`src/rtl/core/tlnl_pkg.sv`:
```
// Shared types and constants for the text line normalize and limit core.
// Used by tlnl_text_buf and text_line_normalize_limit_core; depends on nothing.
`timescale 1ns / 1ps

package tlnl_pkg;

	localparam logic CMD_PUSH = 1'b0;
	localparam logic CMD_READ = 1'b1;

	localparam logic KIND_VERDICT = 1'b0;
	localparam logic KIND_READ    = 1'b1;

	localparam logic [1:0] REG_MIN_WORDS = 2'd0;
	localparam logic [1:0] REG_MAX_WORDS = 2'd1;
	localparam logic [1:0] REG_MAX_CHARS = 2'd2;

	localparam logic [8:0] MIN_WORDS_RST = 9'd1;
	localparam logic [8:0] MAX_WORDS_RST = 9'd256;
	localparam logic [8:0] MAX_CHARS_RST = 9'd256;

	localparam logic [8:0] COUNT_SAT = 9'd511;

	localparam logic [7:0] CHAR_SPACE = 8'h20;
	localparam logic [7:0] CHAR_DEL   = 8'h7F;

	typedef struct packed {
		logic even;
		logic odd;
	} buf_we_t;

	function automatic logic is_alnum(input logic [7:0] c);
		is_alnum = (c >= 8'h30 && c <= 8'h39) || (c >= 8'h41 && c <= 8'h5A) ||
			(c >= 8'h61 && c <= 8'h7A);
	endfunction

endpackage

```
`src/rtl/core/tlnl_text_buf.sv`:
```
// Line buffer split into even and odd address banks, so that one beat can store two bytes.
// Each bank has one write port and one registered read port; uses tlnl_pkg.
`timescale 1ns / 1ps

module tlnl_text_buf #(
	parameter int HALF_DEPTH = 128,
	parameter int HA = 7
) (
	input  logic             clk,
	input  tlnl_pkg::buf_we_t we,
	input  logic [HA-1:0]    waddr_even,
	input  logic [7:0]       wdata_even,
	input  logic [HA-1:0]    waddr_odd,
	input  logic [7:0]       wdata_odd,
	input  logic             re,
	input  logic [HA-1:0]    raddr,
	output logic [7:0]       rdata_even,
	output logic [7:0]       rdata_odd
);

	logic [7:0] bank_even [HALF_DEPTH];
	logic [7:0] bank_odd  [HALF_DEPTH];

	always_ff @(posedge clk) begin
		if (we.even) begin
			bank_even[waddr_even] <= wdata_even;
		end
		if (re) begin
			rdata_even <= bank_even[raddr];
		end
	end

	always_ff @(posedge clk) begin
		if (we.odd) begin
			bank_odd[waddr_odd] <= wdata_odd;
		end
		if (re) begin
			rdata_odd <= bank_odd[raddr];
		end
	end

endmodule

```
`src/rtl/core/text_line_normalize_limit_core.sv`:
```
// Top level of the text line normalize and limit core: running counters, verdict and read path.
// Depends on tlnl_pkg and tlnl_text_buf.
//
//   channel   signals                                        direction
//   in        in_valid/in_ready, cmd, byte_in, last_byte,
//             read_index                                     input beats
//   out       out_valid/out_ready, kind, line_ok,
//             clean_length, word_count, char_out             result beats
//   cfg       cfg_valid/cfg_ready, cfg_index, cfg_data       register writes
//
// One input beat is taken every cycle unless the output stalls with both stages full; a push
// updates the counters and writes up to two buffer bytes, one in each bank, in the cycle it is accepted.
// A result passes through the stage-one registers, beside the registered buffer read, and
// then the output register. Only reads and last bytes produce results.
// Reset clears counters and valid flags and loads the register defaults at once; the buffer needs no clearing pass.
// A stalled output holds the result stage, and input is refused only when both are full.
`timescale 1ns / 1ps

module text_line_normalize_limit_core #(
	parameter int LINE_MAX = 256
) (
	input  logic       clk,
	input  logic       arst_n,
	input  logic       in_valid,
	output logic       in_ready,
	input  logic       cmd,
	input  logic [7:0] byte_in,
	input  logic       last_byte,
	input  logic [7:0] read_index,
	output logic       out_valid,
	input  logic       out_ready,
	output logic       kind,
	output logic       line_ok,
	output logic [8:0] clean_length,
	output logic [8:0] word_count,
	output logic [7:0] char_out,
	input  logic       cfg_valid,
	output logic       cfg_ready,
	input  logic [1:0] cfg_index,
	input  logic [8:0] cfg_data
);

	localparam int AW = $clog2(LINE_MAX);
	localparam int HA = AW - 1;
	localparam int HALF_DEPTH = (LINE_MAX + 1) / 2;
	localparam int CW = $clog2(LINE_MAX + 2);
	localparam int EW = (CW > 9) ? CW : 9;
	localparam int IW = (AW > 8) ? AW : 8;

	logic [8:0] min_words_q, max_words_q, max_chars_q;

	logic [CW-1:0] cc_q, lsp_q, kept_q;
	logic          ps_q, iw_q, done_q;
	logic [8:0]    wt_q, was_q, wal_q;

	logic          v_s1, kind_s1, ok_s1, hit_s1, odd_s1;
	logic [8:0]    len_s1, words_s1;

	logic          out_valid_q, kind_q, ok_q;
	logic [8:0]    len_q, words_q;
	logic [7:0]    char_q;

	logic          out_adv, s1_adv, acc, acc_push, acc_read;
	logic [CW-1:0] lim, cc0, lsp0, cc1, cc2, lsp2, len_v;
	logic          ps0, iw0, ps2, iw2, is_sp, sp_put, ch_put, sp_wr, ch_wr, ok_v;
	logic [8:0]    wt0, was0, wal0, wt2, was2, wal2, words_v, len_sat;
	logic [EW-1:0] len_e;
	logic [IW-1:0] idx_w;

	tlnl_pkg::buf_we_t buf_we;
	logic [HA-1:0] waddr_even, waddr_odd;
	logic [7:0]    wdata_even, wdata_odd, rdata_even, rdata_odd;

	assign cfg_ready = 1'b1;

	assign out_adv  = !out_valid_q || out_ready;
	assign s1_adv   = !v_s1 || out_adv;
	assign in_ready = s1_adv;
	assign acc      = in_valid && in_ready;
	assign acc_push = acc && (cmd == tlnl_pkg::CMD_PUSH);
	assign acc_read = acc && (cmd == tlnl_pkg::CMD_READ);

	always_comb begin
		lim = (EW'(max_chars_q) > EW'(LINE_MAX)) ? CW'(LINE_MAX) : CW'(max_chars_q);

		cc0  = done_q ? '0 : cc_q;
		ps0  = done_q ? 1'b0 : ps_q;
		iw0  = done_q ? 1'b0 : iw_q;
		wt0  = done_q ? '0 : wt_q;
		lsp0 = done_q ? '0 : lsp_q;
		was0 = done_q ? '0 : was_q;
		wal0 = done_q ? '0 : wal_q;

		is_sp  = (byte_in < tlnl_pkg::CHAR_SPACE) || (byte_in == tlnl_pkg::CHAR_DEL) ||
			(byte_in == tlnl_pkg::CHAR_SPACE);
		sp_put = !is_sp && ps0;
		ch_put = !is_sp;

		cc1 = cc0;
		cc2 = cc0;
		ps2 = ps0;
		iw2 = iw0;
		wt2 = wt0;
		lsp2 = lsp0;
		was2 = was0;
		wal2 = wal0;

		if (is_sp) begin
			ps2 = ps0 || (cc0 != '0);
			iw2 = 1'b0;
		end else begin
			if (sp_put) begin
				iw2 = 1'b0;
				if (cc0 != '0 && cc0 <= lim) begin
					lsp2 = cc0;
					was2 = wt0;
				end
				if (EW'(cc0) < EW'(LINE_MAX + 1)) begin
					cc1 = cc0 + 1'b1;
				end
			end
			ps2 = 1'b0;
			if (tlnl_pkg::is_alnum(byte_in)) begin
				if (!iw2) begin
					iw2 = 1'b1;
					wt2 = (wt0 == tlnl_pkg::COUNT_SAT) ? wt0 : wt0 + 1'b1;
					if (cc1 < lim) begin
						wal2 = (wal0 == tlnl_pkg::COUNT_SAT) ? wal0 : wal0 + 1'b1;
					end
				end
			end else begin
				iw2 = 1'b0;
			end
			cc2 = (EW'(cc1) < EW'(LINE_MAX + 1)) ? cc1 + 1'b1 : cc1;
		end

		if (max_chars_q == '0) begin
			len_v   = (EW'(cc2) > EW'(LINE_MAX)) ? CW'(LINE_MAX) : cc2;
			words_v = wt2;
		end else if (cc2 > lim) begin
			if (lsp2 != '0) begin
				len_v   = lsp2;
				words_v = was2;
			end else begin
				len_v   = lim;
				words_v = wal2;
			end
		end else begin
			len_v   = cc2;
			words_v = wt2;
		end
		ok_v = (max_chars_q != '0) && (len_v != '0) && (words_v >= min_words_q) &&
			(words_v <= max_words_q);
	end

	always_comb begin
		len_e   = EW'(last_byte ? len_v : kept_q);
		len_e   = (cmd == tlnl_pkg::CMD_READ) ? EW'(kept_q) : len_e;
		len_sat = (len_e > EW'(tlnl_pkg::COUNT_SAT)) ? tlnl_pkg::COUNT_SAT : len_e[8:0];
	end

	always_comb begin
		sp_wr = acc_push && sp_put && (EW'(cc0) < EW'(LINE_MAX));
		ch_wr = acc_push && ch_put && (EW'(cc1) < EW'(LINE_MAX));
		buf_we.even = (sp_wr && !cc0[0]) || (ch_wr && !cc1[0]);
		buf_we.odd  = (sp_wr && cc0[0]) || (ch_wr && cc1[0]);
		if (sp_wr && !cc0[0]) begin
			waddr_even = cc0[AW-1:1];
			wdata_even = tlnl_pkg::CHAR_SPACE;
		end else begin
			waddr_even = cc1[AW-1:1];
			wdata_even = byte_in;
		end
		if (sp_wr && cc0[0]) begin
			waddr_odd = cc0[AW-1:1];
			wdata_odd = tlnl_pkg::CHAR_SPACE;
		end else begin
			waddr_odd = cc1[AW-1:1];
			wdata_odd = byte_in;
		end
		idx_w = IW'(read_index);
	end

	tlnl_text_buf #(
		.HALF_DEPTH(HALF_DEPTH),
		.HA(HA)
	) u_buf (
		.clk(clk),
		.we(buf_we),
		.waddr_even(waddr_even),
		.wdata_even(wdata_even),
		.waddr_odd(waddr_odd),
		.wdata_odd(wdata_odd),
		.re(acc_read),
		.raddr(idx_w[AW-1:1]),
		.rdata_even(rdata_even),
		.rdata_odd(rdata_odd)
	);

	always_ff @(posedge clk or negedge arst_n) begin
		if (!arst_n) begin
			min_words_q <= tlnl_pkg::MIN_WORDS_RST;
			max_words_q <= tlnl_pkg::MAX_WORDS_RST;
			max_chars_q <= tlnl_pkg::MAX_CHARS_RST;
		end else if (cfg_valid && cfg_ready) begin
			unique case (cfg_index)
				tlnl_pkg::REG_MIN_WORDS: min_words_q <= cfg_data;
				tlnl_pkg::REG_MAX_WORDS: max_words_q <= cfg_data;
				tlnl_pkg::REG_MAX_CHARS: max_chars_q <= cfg_data;
				default: ;
			endcase
		end
	end

	always_ff @(posedge clk or negedge arst_n) begin
		if (!arst_n) begin
			cc_q   <= '0;
			ps_q   <= 1'b0;
			iw_q   <= 1'b0;
			wt_q   <= '0;
			lsp_q  <= '0;
			was_q  <= '0;
			wal_q  <= '0;
			kept_q <= '0;
			done_q <= 1'b0;
		end else if (acc_push) begin
			cc_q   <= cc2;
			ps_q   <= ps2;
			iw_q   <= iw2;
			wt_q   <= wt2;
			lsp_q  <= lsp2;
			was_q  <= was2;
			wal_q  <= wal2;
			kept_q <= last_byte ? len_v : '0;
			done_q <= last_byte;
		end
	end

	always_ff @(posedge clk or negedge arst_n) begin
		if (!arst_n) begin
			v_s1 <= 1'b0;
		end else if (s1_adv) begin
			v_s1 <= acc_read || (acc_push && last_byte);
		end
	end

	always_ff @(posedge clk) begin
		if (s1_adv && acc) begin
			kind_s1  <= acc_read ? tlnl_pkg::KIND_READ : tlnl_pkg::KIND_VERDICT;
			ok_s1    <= acc_push && ok_v;
			len_s1   <= len_sat;
			words_s1 <= acc_push ? (words_v == '0 ? '0 : words_v) : '0;
			hit_s1   <= acc_read && (EW'(read_index) < EW'(kept_q));
			odd_s1   <= read_index[0];
		end
	end

	always_ff @(posedge clk or negedge arst_n) begin
		if (!arst_n) begin
			out_valid_q <= 1'b0;
		end else if (out_adv) begin
			out_valid_q <= v_s1;
		end
	end

	always_ff @(posedge clk) begin
		if (out_adv && v_s1) begin
			kind_q  <= kind_s1;
			ok_q    <= ok_s1;
			len_q   <= len_s1;
			words_q <= words_s1;
			char_q  <= hit_s1 ? (odd_s1 ? rdata_odd : rdata_even) : 8'h00;
		end
	end

	assign out_valid    = out_valid_q;
	assign kind         = kind_q;
	assign line_ok      = ok_q;
	assign clean_length = len_q;
	assign word_count   = words_q;
	assign char_out     = char_q;

	a_read_fields : assert property (@(posedge clk) disable iff (!arst_n)
		out_valid && kind == tlnl_pkg::KIND_READ |-> !line_ok && word_count == '0)
		else $error("read result carries verdict fields");

	a_ok_nonempty : assert property (@(posedge clk) disable iff (!arst_n)
		out_valid && kind == tlnl_pkg::KIND_VERDICT && line_ok |-> clean_length != '0
			&& char_out == 8'h00)
		else $error("passing verdict with empty line");

	a_kept_bound : assert property (@(posedge clk) disable iff (!arst_n)
		EW'(kept_q) <= EW'(LINE_MAX) && EW'(cc_q) <= EW'(LINE_MAX + 1))
		else $error("line length beyond buffer");

	a_mid_line : assert property (@(posedge clk) disable iff (!arst_n)
		acc_push && !last_byte |=> kept_q == '0 && !done_q)
		else $error("kept length not cleared during a line");

	a_single_bank : assert property (@(posedge clk) disable iff (!arst_n)
		buf_we.even && buf_we.odd |-> acc_push && sp_put)
		else $error("two buffer writes without a pending space");

endmodule

```
`config.mk`:
```
export PLATFORM = sky130hd
export DESIGN_NAME = text_line_normalize_limit_core
export DESIGN_NICKNAME = d
export VERILOG_FILES = /design/src/rtl/core/tlnl_pkg.sv /design/src/rtl/core/tlnl_text_buf.sv /design/src/rtl/core/text_line_normalize_limit_core.sv
export SDC_FILE = /design/constraint.sdc
export NUM_CORES = 2
export LEC_CHECK = 0
export BUFFER_PORTS_ARGS = -buffer_cell sky130_fd_sc_hd__buf_2
export CAP_MARGIN = 20
export CELL_PAD_IN_SITES_DETAIL_PLACEMENT = 1
export CELL_PAD_IN_SITES_GLOBAL_PLACEMENT = 2
export CORE_ASPECT_RATIO = 0.6
export CORE_UTILIZATION = 51
export CTS_CLUSTER_DIAMETER = 150
export DETAILED_ROUTE_END_ITERATION = 8
export GPL_ROUTABILITY_DRIVEN = 0
export PLACE_DENSITY = 0.82
export SYNTH_ARGS = -nofsm -noshare
export SYNTH_HDL_FRONTEND = slang
export SYNTH_HIERARCHICAL = 1
export SYNTH_SLANG_ARGS = --single-unit
```
`constraint.sdc`:
```
create_clock -name clk -period 8.5 [get_ports clk]
set_input_delay 1.7 -clock clk [delete_from_list [all_inputs] [get_ports clk]]
set_output_delay 1.7 -clock clk [all_outputs]
set_load 0.03 [all_outputs]
```
==> metrics.md <==
| Metric | Value |
|---|---|
| Most used cell, CP | `o21a_1` |
| CP endpoint kind | `flop` |
| Status | `completed` |
| Max-slew violations | `0` |
| PD cells | `roughly 230 mW/mm^2` |
| Peak supply drop | `between 0.0002 and 0.00025 V` |
| DRT met1 WL | `105 mm` |
| Unrepaired setup endpoints after global routing | `no` |
| Min Tclk post-route | `~7900 ps` |
| Post-cts gate resize count | `0` |
| CP max-delay cell | `dfrtp_2` |
| Post-Synth Simple-Gate Area | `0.0361` |
| Placed Cells | `6,460` |
| Leakage | `~31 nW` |
| Final Hold Viols | `0` |
| Post-Syn Nets | `4,323` |
| First-pass GRT wire length | `340 mm` |
| Hold Path Class | `flop to flop` |
| R2r startpoint | `done_q` |
| EDFF count, synth | `about 2,100` |
| All-Layer GR Usage | `0.274` |
| DP HPWL | `approximately 150 mm` |
| Post-synthesis sequential area ratio | `0.742` |
| Total negative slack | `0 ps` |
| Avg Inst Size Synth | `~21 um^2` |
| Biggest regs | `u_buf/bank_even: 1024 flops, u_buf/bank_odd: 1024 flops` |
| Ys async rst share | `0.0391` |
| Site Rows | `approximately 120` |
| Worst reg-to-reg path cell count | `33` |
| DRC Markers | `0` |
| Warnings from Yosys | `6` |
| Hold-fix buffer count after cts | `0` |
| Congestion Overflow GR | `0` |
| Met3 Routed Length | `slightly below 30 mm` |
| Post-Synthesis Cells | `roughly 4,200` |
| Number of distinct library cells after synthesis | `a little over 90` |
| Die area | `about 0.18 mm^2` |
| CTS max path bufs | `4` |
| Die Width | `between 500 and 600 um` |
| Worst Setup SP | `done_q` |
| Critical Path AT | `approximately 8600 ps` |
| R2R setup slack | `roughly 620 ps` |
| Max-Cap Viols | `0` |
| Post-route insts no fill | `about 6,800` |
| Most frequent cells in the layout | `2,114 x edfxtp_1, 672 x mux4_2, 312 x nor2_1, 203 x clkbuf_16, 158 x nand2_1` |
| Yosys reg bits | `2,200` |
| Startpoint type of the worst setup path | `flop` |
| CP Class | `flop to flop` |
| CTS Buf Count | `202` |
| Routed vias/inst | `approximately 6.6` |
| Input/output buffers | `63` |
| Root Driver | `clkbuf_16` |
| WL/cell | `35.0 um` |
| Final ANT Viol Nets | `0` |
| Synthesis-to-layout area growth | `10.9%` |
| Adder-cell share of the synthesized area | `0.00777` |
| Critical Path Fanout Max | `16` |
| Max Fclk | `around 0.13 GHz` |
| Post-Synth XOR/XNOR Area | `0.00356` |
| Overall routed net length | `239 mm` |
| Ys flop type | `edfxtp_1` |
| DR iter-0 viols | `around 6,600` |
| Initial antenna violation count | `17` |
| Setup Viol. Count Final | `0` |
| WP data required | `a little over 9000 ps` |
| Share of layout cells above drive strength 1 | `0.271` |
| Skew final | `78.3 ps` |
| Max incr delay on CP | `~540 ps` |
| Clock Pin Slew Worst Setup and Hold Paths | `~70 ps` |
| H-tree lvl count | `4` |
| First-pass DRT Iterations | `5` |
| Core Box Area | `between 0.15 and 0.2 mm^2` |
| Uppermost routed layer | `met5` |
| Reg2reg end | `ok_s1` |
| Cell Area, Synth | `between 0.08 and 0.09 mm^2` |
| Clock sinks | `between 2,000 and 2,500` |
| Clk Latency, worst-skew pair | `about 880 ps` |
| Die H | `~320 um` |
| Least-Margin Pin Slew | `between 1000 and 1500 ps` |
| Most common cell after layout, fill and taps aside | `edfxtp_1` |
| Routed via count | `about 45,000` |
| Number of global-route vias before repair | `45,100` |
| Post-CTS setup buffer count | `0` |
| Filler instances | `around 15,000` |
| Largest family of logic cells by synthesized area | `multiplexers` |
| Final worst path period share | `0.927` |
| Net count, final | `between 4,000 and 5,000` |
| Max_slew headroom | `0.228` |
| Largest net degree at the start of global routing | `around 110` |
| Met2 wire len | `between 100 and 150 mm` |
| Synth Area in Compound Gates | `0.0182` |
| CP endpoint | `ok_s1` |
| I/O pin count | `between 60 and 70` |
| Initial Utilization | `0.513` |
| TritonCTS clock tree | `built` |
| Mux cell area share after synthesis | `0.180` |
## cells in the mapped netlist (13+ instances only)
| library cell | n | area, um^2 |
|---|---|---|
| edfxtp_1 | 2114 | 63500 |
| mux4_2 | 672 | 15100 |
| nor2_1 | 313 | 1170 |
| nand2_1 | 159 | 597 |
| clkbuf_1 | 136 | 510 |
| dfrtp_1 | 83 | 2080 |
| buf_2 | 59 | 295 |
| o21ai_0 | 58 | 290 |
| ha_1 | 55 | 688 |
| mux2_2 | 46 | 518 |
| inv_1 | 45 | 169 |
| nor2b_1 | 42 | 263 |
| nand3_1 | 41 | 205 |
| a21oi_1 | 40 | 200 |
| mux2i_1 | 27 | 270 |
| and2_1 | 25 | 156 |
| buf_1 | 25 | 93.8 |
| nand4_1 | 19 | 119 |
| nor3_1 | 18 | 90.1 |
| nand2b_1 | 17 | 106 |
| xnor2_1 | 17 | 149 |
| o21a_1 | 14 | 105 |
| o21ai_1 | 14 | 70.1 |
| a21o_1 | 13 | 97.6 |
## cell type report
type / instances / area [um^2] / share of cell area
diodes: 2 / 5.00 / 0.0000510
repair buffers: 173 / 1380 / 0.0141
multi-input cells: 1757 / 21800 / 0.222
well taps: 2280 / 2850 / 0.0291
clock buffers: 239 / 5220 / 0.0531
inverters: 52 / 196 / 0.00200
clock inverters: 119 / 1060 / 0.0108
flip-flops and latches: 2200 / 65600 / 0.669
## critical path: cells and delay by family (launching register included)
kind                       cells  cell delay (ps)
DFF                            1              540
xor gates and xnor gates       2              660
muxes                          1              160
AOI/OAI and AO/OA             13             2420
adders and majority gates      3             1190
and+or+nand+nor               10             1770
buffers and inverters          4              960
## per-stage QoR
stage | instance area [um^2] | utilization | setup WS [ps] | hold WS [ps] | power (mW)
finish | 98200 | 0.569 | 621 | 429 | 23.1
global route | 98200 | 0.569 | 136 | 434 | 23.6
CTS | 98100 | 0.569 | 886 | 433 | 23.1
detailed placement | 91800 | 0.533 | 16.8 | 415 | 14.3
global placement | 91800 | 0.532 | 128 | 403 | 14.3
floorplan | 88500 | - | 541 | 400 | 13.5
## power breakdown
group	leakage, nW	switching [mW]	internal [mW]	total [mW]
registers	20.2	0.0987	12.0	12.1
clock network	3.09	3.97	4.90	8.88
logic	7.83	1.33	0.714	2.05
## how the worst min path moves through the flow
| stage | depth (start not counted) | startpoint | end |
|---|---|---|---|
| 2_1_floorplan | 0 | len_s1[0] | clean_length[0] |
| 3_5_place_dp | 0 | len_s1[8] | clean_length[8] |
| 4_1_cts | 0 | words_s1[5] | word_count[5] |
| 5_1_grt | 0 | len_s1[3] | clean_length[3] |
| 6_report | 0 | len_s1[7] | clean_length[7] |
| 3_3_place_gp | 0 | kind_s1 | kind |
## cells by family after synthesis
kind of cell    count (synthesis)
compound gates                233
xor+xnor                       30
other cells                     1
mux                           746
simple gates                  692
buf+inv                       277
flops                        2200
fa+ha+maj                      55
## layer usage
layer	up-vias	GRT usage
met5	-	0
met4	4	0.0434
met3	250	0.0770
met2	2516	0.377
met1	24400	0.444
li1	17800	-
No activity file was read; power rests on OpenSTA's default activity.
